## src/rtl/u8dec_pkg.sv

```systemverilog
// Shared types and constants for the UTF-8 to 16-bit code unit decoder.
// No dependencies; u8dec_core and the top level import this package.
package u8dec_pkg;

  // input word: one byte of the string plus its end mark
  typedef struct packed {
    logic [7:0] data_byte;
    logic       last_byte;
  } in_item_t;

  // result word
  typedef struct packed {
    logic [15:0] code_unit;
    logic        has_char;
    logic        end_of_string;
  } out_item_t;

  // decoder modes
  localparam logic [1:0] ModeIdle  = 2'd0;
  localparam logic [1:0] ModeTwo   = 2'd1;
  localparam logic [1:0] ModeThree = 2'd2;
  localparam logic [1:0] ModeSkip  = 2'd3;

  // substitute character after reset ('?')
  localparam logic [15:0] SubReset = 16'h003F;

endpackage

```

## src/rtl/u8dec_core.sv

```systemverilog
// Decode state and the per-byte next-state and result logic.
// Depends on u8dec_pkg.
module u8dec_core (
  input  logic                  clk_i,
  input  logic                  rst_ni,
  input  logic                  take_i,
  input  u8dec_pkg::in_item_t   item_i,
  input  logic [15:0]           sub_i,
  output logic                  emit_o,
  output u8dec_pkg::out_item_t  res_o
);
  import u8dec_pkg::*;

  logic [1:0]  mode_q, mode_d;
  logic [2:0]  pend_q, pend_d;
  logic [15:0] part_q, part_d;
  logic [2:0]  skip_cnt;
  logic [7:0]  b;
  logic        last;

  assign b    = item_i.data_byte;
  assign last = item_i.last_byte;

  // tail length of a 4, 5 or 6 byte lead, zero for anything else
  always_comb begin
    if (b[7:3] == 5'b11110) begin
      skip_cnt = 3'd3;
    end else if (b[7:2] == 6'b111110) begin
      skip_cnt = 3'd4;
    end else if (b[7:1] == 7'b1111110) begin
      skip_cnt = 3'd5;
    end else begin
      skip_cnt = 3'd0;
    end
  end

  // next state and result for the current byte
  always_comb begin
    mode_d = mode_q;
    pend_d = pend_q;
    part_d = part_q;
    emit_o = 1'b0;
    res_o  = '0;
    case (mode_q)
      ModeIdle: begin
        if (!b[7]) begin
          emit_o = 1'b1;
          res_o  = '{code_unit: {8'h00, b}, has_char: 1'b1, end_of_string: last};
        end else if (b[7:5] == 3'b110) begin
          if (last) begin
            emit_o = 1'b1;
            res_o  = '{code_unit: sub_i, has_char: 1'b1, end_of_string: 1'b1};
          end else begin
            mode_d = ModeTwo;
            pend_d = 3'd1;
            part_d = {5'b0, b[4:0], 6'b0};
          end
        end else if (b[7:4] == 4'b1110) begin
          if (last) begin
            emit_o = 1'b1;
            res_o  = '{code_unit: sub_i, has_char: 1'b1, end_of_string: 1'b1};
          end else begin
            mode_d = ModeThree;
            pend_d = 3'd2;
            part_d = {b[3:0], 12'b0};
          end
        end else begin
          emit_o = 1'b1;
          res_o  = '{code_unit: sub_i, has_char: 1'b1, end_of_string: last};
          if (!last && skip_cnt != 3'd0) begin
            mode_d = ModeSkip;
            pend_d = skip_cnt;
          end
        end
      end
      ModeTwo: begin
        emit_o = 1'b1;
        res_o  = '{code_unit: part_q | {10'b0, b[5:0]}, has_char: 1'b1,
                   end_of_string: last};
        mode_d = ModeIdle;
        pend_d = 3'd0;
        part_d = '0;
      end
      ModeThree: begin
        if (pend_q >= 3'd2) begin
          if (last) begin
            emit_o = 1'b1;
            res_o  = '{code_unit: sub_i, has_char: 1'b1, end_of_string: 1'b1};
            mode_d = ModeIdle;
            pend_d = 3'd0;
            part_d = '0;
          end else begin
            part_d = part_q | {4'b0, b[5:0], 6'b0};
            pend_d = 3'd1;
          end
        end else begin
          emit_o = 1'b1;
          res_o  = '{code_unit: part_q | {10'b0, b[5:0]}, has_char: 1'b1,
                     end_of_string: last};
          mode_d = ModeIdle;
          pend_d = 3'd0;
          part_d = '0;
        end
      end
      ModeSkip: begin
        if (last) begin
          emit_o = 1'b1;
          res_o  = '{code_unit: 16'h0000, has_char: 1'b0, end_of_string: 1'b1};
          mode_d = ModeIdle;
          pend_d = 3'd0;
          part_d = '0;
        end else if (pend_q <= 3'd1) begin
          mode_d = ModeIdle;
          pend_d = 3'd0;
          part_d = '0;
        end else begin
          pend_d = pend_q - 3'd1;
        end
      end
      default: begin
        mode_d = ModeIdle;
        pend_d = 3'd0;
        part_d = '0;
      end
    endcase
  end

  // decode state, advanced once per consumed byte
  always_ff @(posedge clk_i or negedge rst_ni) begin
    if (!rst_ni) begin
      mode_q <= ModeIdle;
      pend_q <= 3'd0;
      part_q <= '0;
    end else if (take_i) begin
      mode_q <= mode_d;
      pend_q <= pend_d;
      part_q <= part_d;
    end
  end

endmodule

```

## config.mk

```make
export PLATFORM = sky130hd
export DESIGN_NAME = u8dec_core
export DESIGN_NICKNAME = d
export VERILOG_FILES = /design/src/rtl/u8dec_pkg.sv /design/src/rtl/u8dec_core.sv
export SDC_FILE = /design/constraint.sdc
export NUM_CORES = 1
export LEC_CHECK = 0
export BUFFER_PORTS_ARGS = -buffer_cell sky130_fd_sc_hd__buf_4
export CORE_UTILIZATION = 53
export DETAILED_ROUTE_END_ITERATION = 10
export PLACE_DENSITY = 0.95
export SLEW_MARGIN = 30
export SYNTH_ARGS = -nofsm -noshare
export SYNTH_HDL_FRONTEND = slang
export SYNTH_SLANG_ARGS = --single-unit
```

## constraint.sdc

```tcl
create_clock -name clk_i -period 5 [get_ports clk_i]
set_input_delay 0.5 -clock clk_i [delete_from_list [all_inputs] [get_ports clk_i]]
set_output_delay 0.5 -clock clk_i [all_outputs]
set_load 0.01 [all_outputs]
```

==> reports/results.tsv, run 1 <==
metric	value	unit
post-synthesis sequential area ratio	28.2	%
WHS	43.7	ps
die area	2710	um^2
Post-CTS Resized	0	
total power	524	uW
Crit-path slowest cell	dfrtp_1	
Crit Path Class	flip-flop to output pin	
initial antenna violation count	0	
register bit total from synthesis	15	
switching pwr	218	uW
Die Width	52.1	um
Internal	305	uW
Die Y	52.1	um
WL final	4300	um
Critical R2R Launch	pend_q[1]	
pre-CTS WS	2390	ps
Power per Cell Area	307	nW/um^2
P_leak	0.000768	uW
First-pass DRT Iterations	5	
ys flop type	dfrtp_1	
Worst Reg-to-Reg Cells	6	
delay-heaviest family, CP	compound AO/OA/AOI/OAI gates	
synth top area cells	dfrtp_1 28%, a22o_1 7.3%, a21oi_1 5.3%	
CTS tree	done	
area grow syn2layout	28.4	%
setup slack, reg-to-reg	2640	ps
status	finished clean	
n_diodes	0	
cell area after synthesis	1330	um^2
H-Tree Level Count	1	
YS warnings	0	
WP buf/inv	2	
asr flop ratio synth	100	%
Critical Path, Cell by Cell	inv_1 > ha_1 > o31a_1 > a22o_1 > and2_1 > a221o_1 > buf_4	
clk_lat worst skew	290	ps
Setup TNS Final	0	ps
count of final setup violators	0	
Avg Inst Size Synth	8.41	um^2
Global Route Usage Sum	34.2	%
Hold Path Class	primary input to asynchronous set/reset pin	
Comb power frac	51.8	%
final worst path period need	2950	ps
vias in the first global route	1484	
DR DRC count	0	
post-CTS setup buffer count	0	
# rows	17	
sequential power share	34.3	%
met1 Resource Use GR	40.6	%
Wirelength per Cell	18.8	um
Nets	233	
vias per cell	6.89	
final period utilization	59.0	%
antenna viol nets, final	0	
GRT met3 Usage	5.56	%
CTS Hold Bufs	0	
Cell variety after synth	44	
gpl congestion	0.963	
worst setup path start	pend_q[0]	
clock power share	13.9	%
post-DP HPWL	3160	um
PortBufs	46	
post-synth top area share	28.2	%
RSZ-0062 raised after global routing	false	
IO Count	47	
Worst EP required	4500	ps
clock root buffer	clkbuf_4	
Worst R2R End	part_q[15]	
layout cells sized above 1	30.3	%
cts bufs inserted	3	
synthesized net count	189	
CP max FO	10	
Achievable Freq	0.339	GHz
Sw Ratio	41.7	%
most used routing layer	met2	
Worst Setup End Kind	output pin	
final hold vios	0	
Worst-path clk slew	100	ps
top cell type by total area after synthesis	dfrtp_1	
Post-synth EDFFs	0	
Max clock buf depth	2	
clk_skew	8.90	ps
CP max stage delay	420	ps
fin worst setup slack	2050	ps
synthesized instance count	158	
met2 Usage GRT	62.2	%
VDD IR max	0.000206	V
max-slew violation total from the final report	0	
Startpoint Class	flip-flop	
Core ar.	2300	um^2
largest net degree at the start of global routing	16	
DRT iter0 DRCs	110	
first-pass GRT wire length	6890	um
Via Count	1577	
initial core utilization	57.8	%
# clock sinks	15	
Critical Path AT	2450	ps
total grt overflow	0	
Slew @ Worst Pin	822	ps
slew margin rel.	44.7	%
Levels on crit path	7	
max cap viols	0	
[worst max-delay path by stage]
stage	slack (ps)	end
2_1_floorplan	2660	res_o[8]
3_3_place_gp	2500	res_o[8]
3_5_place_dp	2390	res_o[8]
5_1_grt	1960	res_o[8]
4_1_cts	2070	res_o[8]
6_report	2050	res_o[8]
[kinds of logic after synthesis]
group | Yosys count | share of synthesized area [%]
AOI/OAI and AO/OA | 80 | 42.4
buffers and inverters | 23 | 6.69
DFF | 15 | 28.2
and+or+nand+nor | 31 | 14.9
muxes | 6 | 4.99
adders and majority gates | 3 | 2.83
[placed cells by master (no fill, tap or decap), types with 2 or more instances in the layout]
cell / n
o41ai_1: 5
clkbuf_4: 3
nand3_1: 3
ha_1: 3
a221oi_1: 5
o21ai_0: 10
a211oi_1: 3
buf_4: 46
a22o_1: 11
a2111oi_0: 2
a31oi_1: 11
dfrtp_1: 15
inv_1: 16
nor2_1: 7
or3_1: 3
a21oi_1: 14
o31ai_1: 3
mux2_2: 5
and2_1: 2
a41oi_1: 2
o21ai_1: 3
nor2b_1: 3
nor3_2: 3
nand2_1: 3
[registers in the layout (all words and copies together), names as in the netlist]
signal and cells:
mode_q 2, part_q 10, pend_q 3
[cells in the mapped netlist (2+ instances only)]
| cell | number |
|---|---|
| and2_1 | 2 |
| clkbuf_1 | 4 |
| a41oi_1 | 2 |
| nor2b_1 | 3 |
| o21ai_0 | 10 |
| a221oi_1 | 5 |
| dfrtp_1 | 15 |
| ha_1 | 3 |
| o31ai_1 | 3 |
| nor3_2 | 3 |
| nor2_1 | 7 |
| o41ai_1 | 5 |
| buf_2 | 2 |
| a22o_1 | 11 |
| mux2_2 | 5 |
| nand3_1 | 3 |
| a211oi_1 | 3 |
| a2111oi_0 | 2 |
| a31oi_1 | 11 |
| o21ai_1 | 3 |
| a21oi_1 | 14 |
| inv_1 | 16 |
| or3_1 | 3 |
| nand2_1 | 3 |
[metrics by stage]
step / cell area, um^2 / std cells / utilization [%]
4_1_cts: 1710 / 229 / 74.3
5_1_grt: 1710 / 229 / 74.3
3_5_place_dp: 1680 / 225 / 73.1
2_1_floorplan: 1330 / 158 / -
6_report: 1710 / 229 / 74.3
3_3_place_gp: 1680 / 225 / 73.1
[layout make-up]
class | count | area, um^2
Timing Repair Buffer | 46 | 345
Sequential cell | 15 | 375
Tap cell | 28 | 35.0
Inverter | 16 | 60.1
Clock buffer | 4 | 26.3
Multi-Input combinational cell | 120 | 865
Fill cell | 168 | 591
[power by group through the flow]
stage	registers, uW	logic (uW)	clock network [uW]
after floorplan	172	169	0
after global placement	179	254	0
after detailed placement	181	264	0
after CTS	179	266	72.5
after global routing	183	294	78.9
final	180	271	72.6
[per-layer routing]
layer | share of wire (%) | vias to the layer above
met5 | 0 | -
met4 | 0.77 | 0
met3 | 9.4 | 8
met2 | 53 | 110
met1 | 37 | 746
li1 | - | 713
Note: power is estimated with default switching activity, not from simulation.
==> run 2, diff against run 1 <==
- ABC_AREA: not set -> 1
- CORE_UTILIZATION: 53 -> 44
- PLACE_DENSITY: 0.95 -> 0.87
- clock period: 5 -> 2.4 ns (I/O delays scaled with it)
==> reports/results.tsv, run 2 <==
metric	value	unit
Cell variety after synth	24	
antenna viol nets, final	0	
max cap viols	0	
Die Width	54.7	um
clk_skew	7.19	ps
biggest regs	part_q: 10 flops, pend_q: 3 flops, mode_q: 2 flops	
Die Y	54.7	um
Power per Cell Area	932	nW/um^2
most frequent cells in the layout	60 x nand2_1, 46 x buf_4, 24 x inv_1	
Crit-path slowest cell	dfrtp_1	
final worst path period need	2160	ps
Wirelength per Cell	11.4	um
PortBufs	46	
max-slew violation total from the final report	0	
post-synthesis sequential area ratio	30.8	%
P_leak	0.000861	uW
Worst Setup End Kind	output pin	
WHS Endpoint	part_q[6]	
Via Count	1308	
count of final setup violators	0	
Worst Reg-to-Reg Cells	9	
gpl congestion	0.945	
Critical R2R Launch	pend_q[0]	
cell area after synthesis	1220	um^2
first-pass GRT wire length	4600	um
vias in the first global route	1102	
count leader, synth	nand2_1	
# clock sinks	15	
Avg Inst Size Synth	6.70	um^2
register bit total from synthesis	15	
n_diodes	0	
DRT iter0 DRCs	29	
FF+latch area	375	um^2
Worst-path clk slew	110	ps
setup slack, reg-to-reg	670	ps
clock power share	10.5	%
Crit Path Class	flip-flop to output pin	
Worst EP required	2160	ps
clock root buffer	clkbuf_4	
Global Route Usage Sum	21.4	%
max FFs per register	10	
slew margin rel.	79.5	%
fill count	245	
final period utilization	89.8	%
most common cell after layout, fill and taps aside	nand2_1	
Sw Ratio	47.8	%
Worst R2R End	part_q[15]	
CP max stage delay	410	ps
Multi-input gate area	721	um^2
# rows	18	
Setup TNS Final	0	ps
Core ar.	2540	um^2
Max clock buf depth	2	
clk_lat worst skew	290	ps
switching pwr	721	uW
Internal	786	uW
First-pass DRT Iterations	4	
Slew @ Worst Pin	307	ps
sequential power share	24.7	%
largest net degree at the start of global routing	17	
Hold Startpoint	item_i[1]	
IO Count	47	
ys flop type	dfrtp_1	
Post-CTS Resized	0	
initial core utilization	47.9	%
Post-synth EDFFs	0	
Startpoint Class	flip-flop	
Hold Path Class	primary input to flip-flop	
synthesized instance count	182	
synth cell count leaders	60 x nand2_1, 24 x inv_1, 15 x dfrtp_1, 15 x o21ai_0, 14 x nand3_1	
post-synth top area share	30.8	%
total grt overflow	0	
synth top area cells	dfrtp_1 31%, nand2_1 18%, inv_1 7.4%	
cts bufs inserted	3	
Achievable Freq	0.464	GHz
vias per cell	5.03	
YS warnings	0	
Reg with most FFs	part_q	
WL final	2970	um
asr flop ratio synth	100	%
Critical Path AT	1920	ps
synthesized net count	213	
post-DP HPWL	2380	um
CP max FO	16	
top cell type by total area after synthesis	dfrtp_1	
Critical Path, Cell by Cell	inv_1 > ha_1 > inv_1 > nand2_1 > nand3_1 > nand2_2 > o21ai_0 > nor2_1 > buf_4	
area grow syn2layout	32.5	%
final hold vios	0	
layout cells sized above 1	28.7	%
die area	2990	um^2
Nets	262	
initial antenna violation count	0	
status	finished clean	
VDD IR max	0.000644	V
crit-path most repeated cell	inv_1	
hold path cells	3	
total power	1510	uW
DR DRC count	0	
CTS tree	done	
Comb power frac	64.9	%
H-Tree Level Count	1	
RSZ-0062 raised after global routing	false	
==> run 2: cell count changes in the layout (fill, tap and decap cells not counted), sizes merged, moves of 9 or more <==
cell / before / now
a22o: 11 / 0
a31oi: 12 / 0
inv: 16 / 26
nand2: 3 / 63
nand3: 3 / 15
nor2: 7 / 16
o21ai: 13 / 24
==> run 2: power by group through the flow <==
stage | clock (uW) | combinational (uW) | sequential, uW
2_1_floorplan | 0 | 636 | 370
3_3_place_gp | 0 | 965 | 375
3_5_place_dp | 0 | 975 | 378
4_1_cts | 161 | 981 | 372
5_1_grt | 172 | 1110 | 381
6_report | 158 | 977 | 372
==> run 2: critical path, delay by kind of cell (launching register included) <==
kind | cells | cell delay [ps]
buffers and inverters | 3 | 280
adders and majority gates | 1 | 170
and+or+nand+nor | 4 | 640
AOI/OAI and AO/OA | 1 | 110
DFF | 1 | 410
==> run 2: per-stage QoR <==
stage | util (%) | instances | setup slack [ps] | hold slack, ps | cell area, um^2
after floorplan | - | 182 | 787 | -55.6 | 1220
after global placement | 61.9 | 255 | 607 | 105 | 1580
after detailed placement | 61.9 | 255 | 593 | 108 | 1580
after CTS | 63.5 | 260 | 221 | 162 | 1620
after global routing | 63.5 | 260 | 9.40 | 152 | 1620
final | 63.5 | 260 | 244 | 166 | 1620
==> run 2: cells by family after synthesis <==
| kind of cell | after synthesis | share of synthesized area [%] |
|---|---|---|
| buf+inv | 29 | 10.2 |
| flops | 15 | 30.8 |
| compound gates | 32 | 17.5 |
| xor+xnor | 1 | 0.718 |
| fa+ha+maj | 3 | 3.08 |
| simple gates | 102 | 37.7 |
==> run 2: per-layer routing <==
layer	vias to the layer above	GRT usage, %	part of all wire (%)
li1	679	-	-
met1	576	25.2	44
met2	49	39.2	49
met3	4	2.22	6.6
met4	0	7.69	1.3
met5	-	0	0
==> run 2: layout make-up <==
class,count,area share (%)
Tap cell,30,2.32
Clock inverter,1,0.464
Inverter,26,6.04
Multi-Input combinational cell,138,44.6
Sequential cell,15,23.2
Clock buffer,3,1.39
Timing Repair Buffer,47,22.0
==> run 2: worst max path at each step <==
stage	depth (start not counted)	start	slack [ps]	endpoint
floorplan	9	pend_q[0]	790	res_o[3]
global placement	8	mode_q[0]	610	res_o[3]
detailed placement	8	mode_q[0]	590	res_o[7]
CTS	9	pend_q[0]	220	res_o[7]
global route	9	pend_q[0]	9	res_o[7]
finish	9	pend_q[0]	240	res_o[3]
==> run 2: repair_timing <==
item | CTS | global route
endpoints found under the hold margin | 15 | 0
hold buffers | 1 | 0
buffers inserted | 0 | 0
==> run 3, diff against run 2 <==
- BUFFER_PORTS_ARGS: -buffer_cell sky130_fd_sc_hd__buf_4 -> -buffer_cell sky130_fd_sc_hd__buf_2
==> reports/results.tsv, run 3 (same netlist as run 2, synthesis figures left out) <==
metric	value	unit
count of final setup violators	0	
final period utilization	90.4	%
slew margin rel.	77.2	%
WP buf/inv	2	
First-pass DRT Iterations	4	
Hold Path Class	primary input to flip-flop	
CP max stage delay	450	ps
vias per cell	5.12	
biggest regs	part_q: 10 flops, pend_q: 3 flops, mode_q: 2 flops	
Max clock buf depth	2	
final hold vios	0	
Core ar.	2540	um^2
Wirelength per Cell	11.3	um
RSZ-0062 raised after global routing	false	
antenna viol nets, final	0	
DR DRC count	0	
Setup TNS Final	0	ps
vias in the first global route	1142	
WHS Endpoint	part_q[6]	
CP max FO	16	
Die Y	54.7	um
gpl congestion	0.910	
Global Route Usage Sum	21.5	%
status	finished clean	
initial antenna violation count	0	
final worst path period need	2170	ps
max cap viols	0	
WL final	2930	um
Worst EP required	2160	ps
first-pass GRT wire length	4600	um
largest net degree at the start of global routing	17	
pre-CTS WS	548	ps
Critical Path, Cell by Cell	nor2_4 > inv_2 > a21oi_4 > nand2_1 > nand2_2 > o21ai_0 > nor2_1 > buf_2	
area grow syn2layout	23.1	%
clock root buffer	clkbuf_4	
DRT iter0 DRCs	30	
total grt overflow	0	
max-slew violation total from the final report	0	
Worst-path clk slew	100	ps
Hold Startpoint	item_i[1]	
n_diodes	0	
Worst R2R End	part_q[13]	
Worst Setup End Kind	output pin	
worst setup path start	mode_q[0]	
Startpoint Class	flip-flop	
placed cell areas	1460	um^2
clk_skew	5.26	ps
IO Count	47	
hold path cells	3	
CTS tree	done	
Via Count	1330	
post-route cell area	1500	um^2
Slew @ Worst Pin	343	ps
Reg with most FFs	part_q	
VDD IR max	0.000818	V
P_leak	0.000829	uW
# clock sinks	15	
clk_lat worst skew	290	ps
post-CTS setup buffer count	0	
Nets	262	
delay-heaviest family, CP	simple AND/OR/NAND/NOR gates	
cts bufs inserted	3	
max FFs per register	10	
fin worst setup slack	230	ps
PortBufs	46	
most frequent cells in the layout	60 x nand2_1, 46 x buf_2, 24 x inv_1	
Power per Cell Area	942	nW/um^2
Achievable Freq	0.461	GHz
initial core utilization	47.9	%
Crit-path slowest cell	dfrtp_1	
Critical Path AT	1930	ps
setup slack, reg-to-reg	690	ps
H-Tree Level Count	1	
Critical R2R Launch	pend_q[0]	
Crit Path Class	flip-flop to output pin	
# rows	18	
most common cell after layout, fill and taps aside	nand2_1	
Worst Reg-to-Reg Cells	9	
post-DP HPWL	2330	um
Die Width	54.7	um
die area	2990	um^2
layout cells sized above 1	28.7	%
[run 3: cell types whose count changed in the layout (fill, tap and decap cells not counted)]
| cell | change |
|---|---|
| buf_4 | -46 |
| buf_2 | +46 |
[run 3: metal layers]
layer / track usage (%) / up-vias / part of all wire (%) / routed length, um
met4: 9.83 / 0 / 1.8 / 54
met2: 39.2 / 45 / 49 / 1450
met3: 2.22 / 7 / 6.4 / 188
met1: 24.6 / 595 / 42 / 1240
li1: - / 683 / - / -
met5: 0 / - / 0 / 0
[run 3: tightest hold or removal path: cells and delay by family]
kind          cells  cell delay [ps]
simple gates      2              110
buf+inv           1              110
[run 3: what timing repair did]
item | 4_1_cts | 5_1_grt
gates resized for setup | 0 | 0
endpoints found under the hold margin | 15 | 0
hold buffers | 1 | 0
[run 3: layout make-up]
class / instances / area (um^2)
clock buffers: 3 / 22.5
clock inverters: 1 / 7.51
fillers: 259 / 1040
inverters: 26 / 97.6
multi-input cells: 138 / 721
flip-flops and latches: 15 / 375
well taps: 30 / 37.5
repair buffers: 47 / 240
[run 3: worst max path at each step]
stage / cells past startpoint / end / slack, ps
floorplan: 9 / res_o[3] / 790
global placement: 8 / res_o[3] / 630
detailed placement: 8 / res_o[3] / 550
CTS: 8 / res_o[3] / 210
global route: 9 / res_o[3] / 70
finish: 8 / res_o[3] / 230
[run 3: power by group]
| part | switching, uW | internal [uW] |
|---|---|---|
| Combinational | 570 | 316 |
| Sequential | 48.9 | 325 |
| Clock | 91.8 | 63.5 |
| Total | 711 | 704 |
[run 3: per-stage QoR]
step                cells  hold slack, ps  total power (uW)  utilization [%]
floorplan             182           -55.6              1010                -
global placement      255             162              1240             57.4
detailed placement    255             162              1270             57.4
CTS                   260             179              1430             59.0
global route          260             187              1570             59.0
finish                260             192              1410             59.0
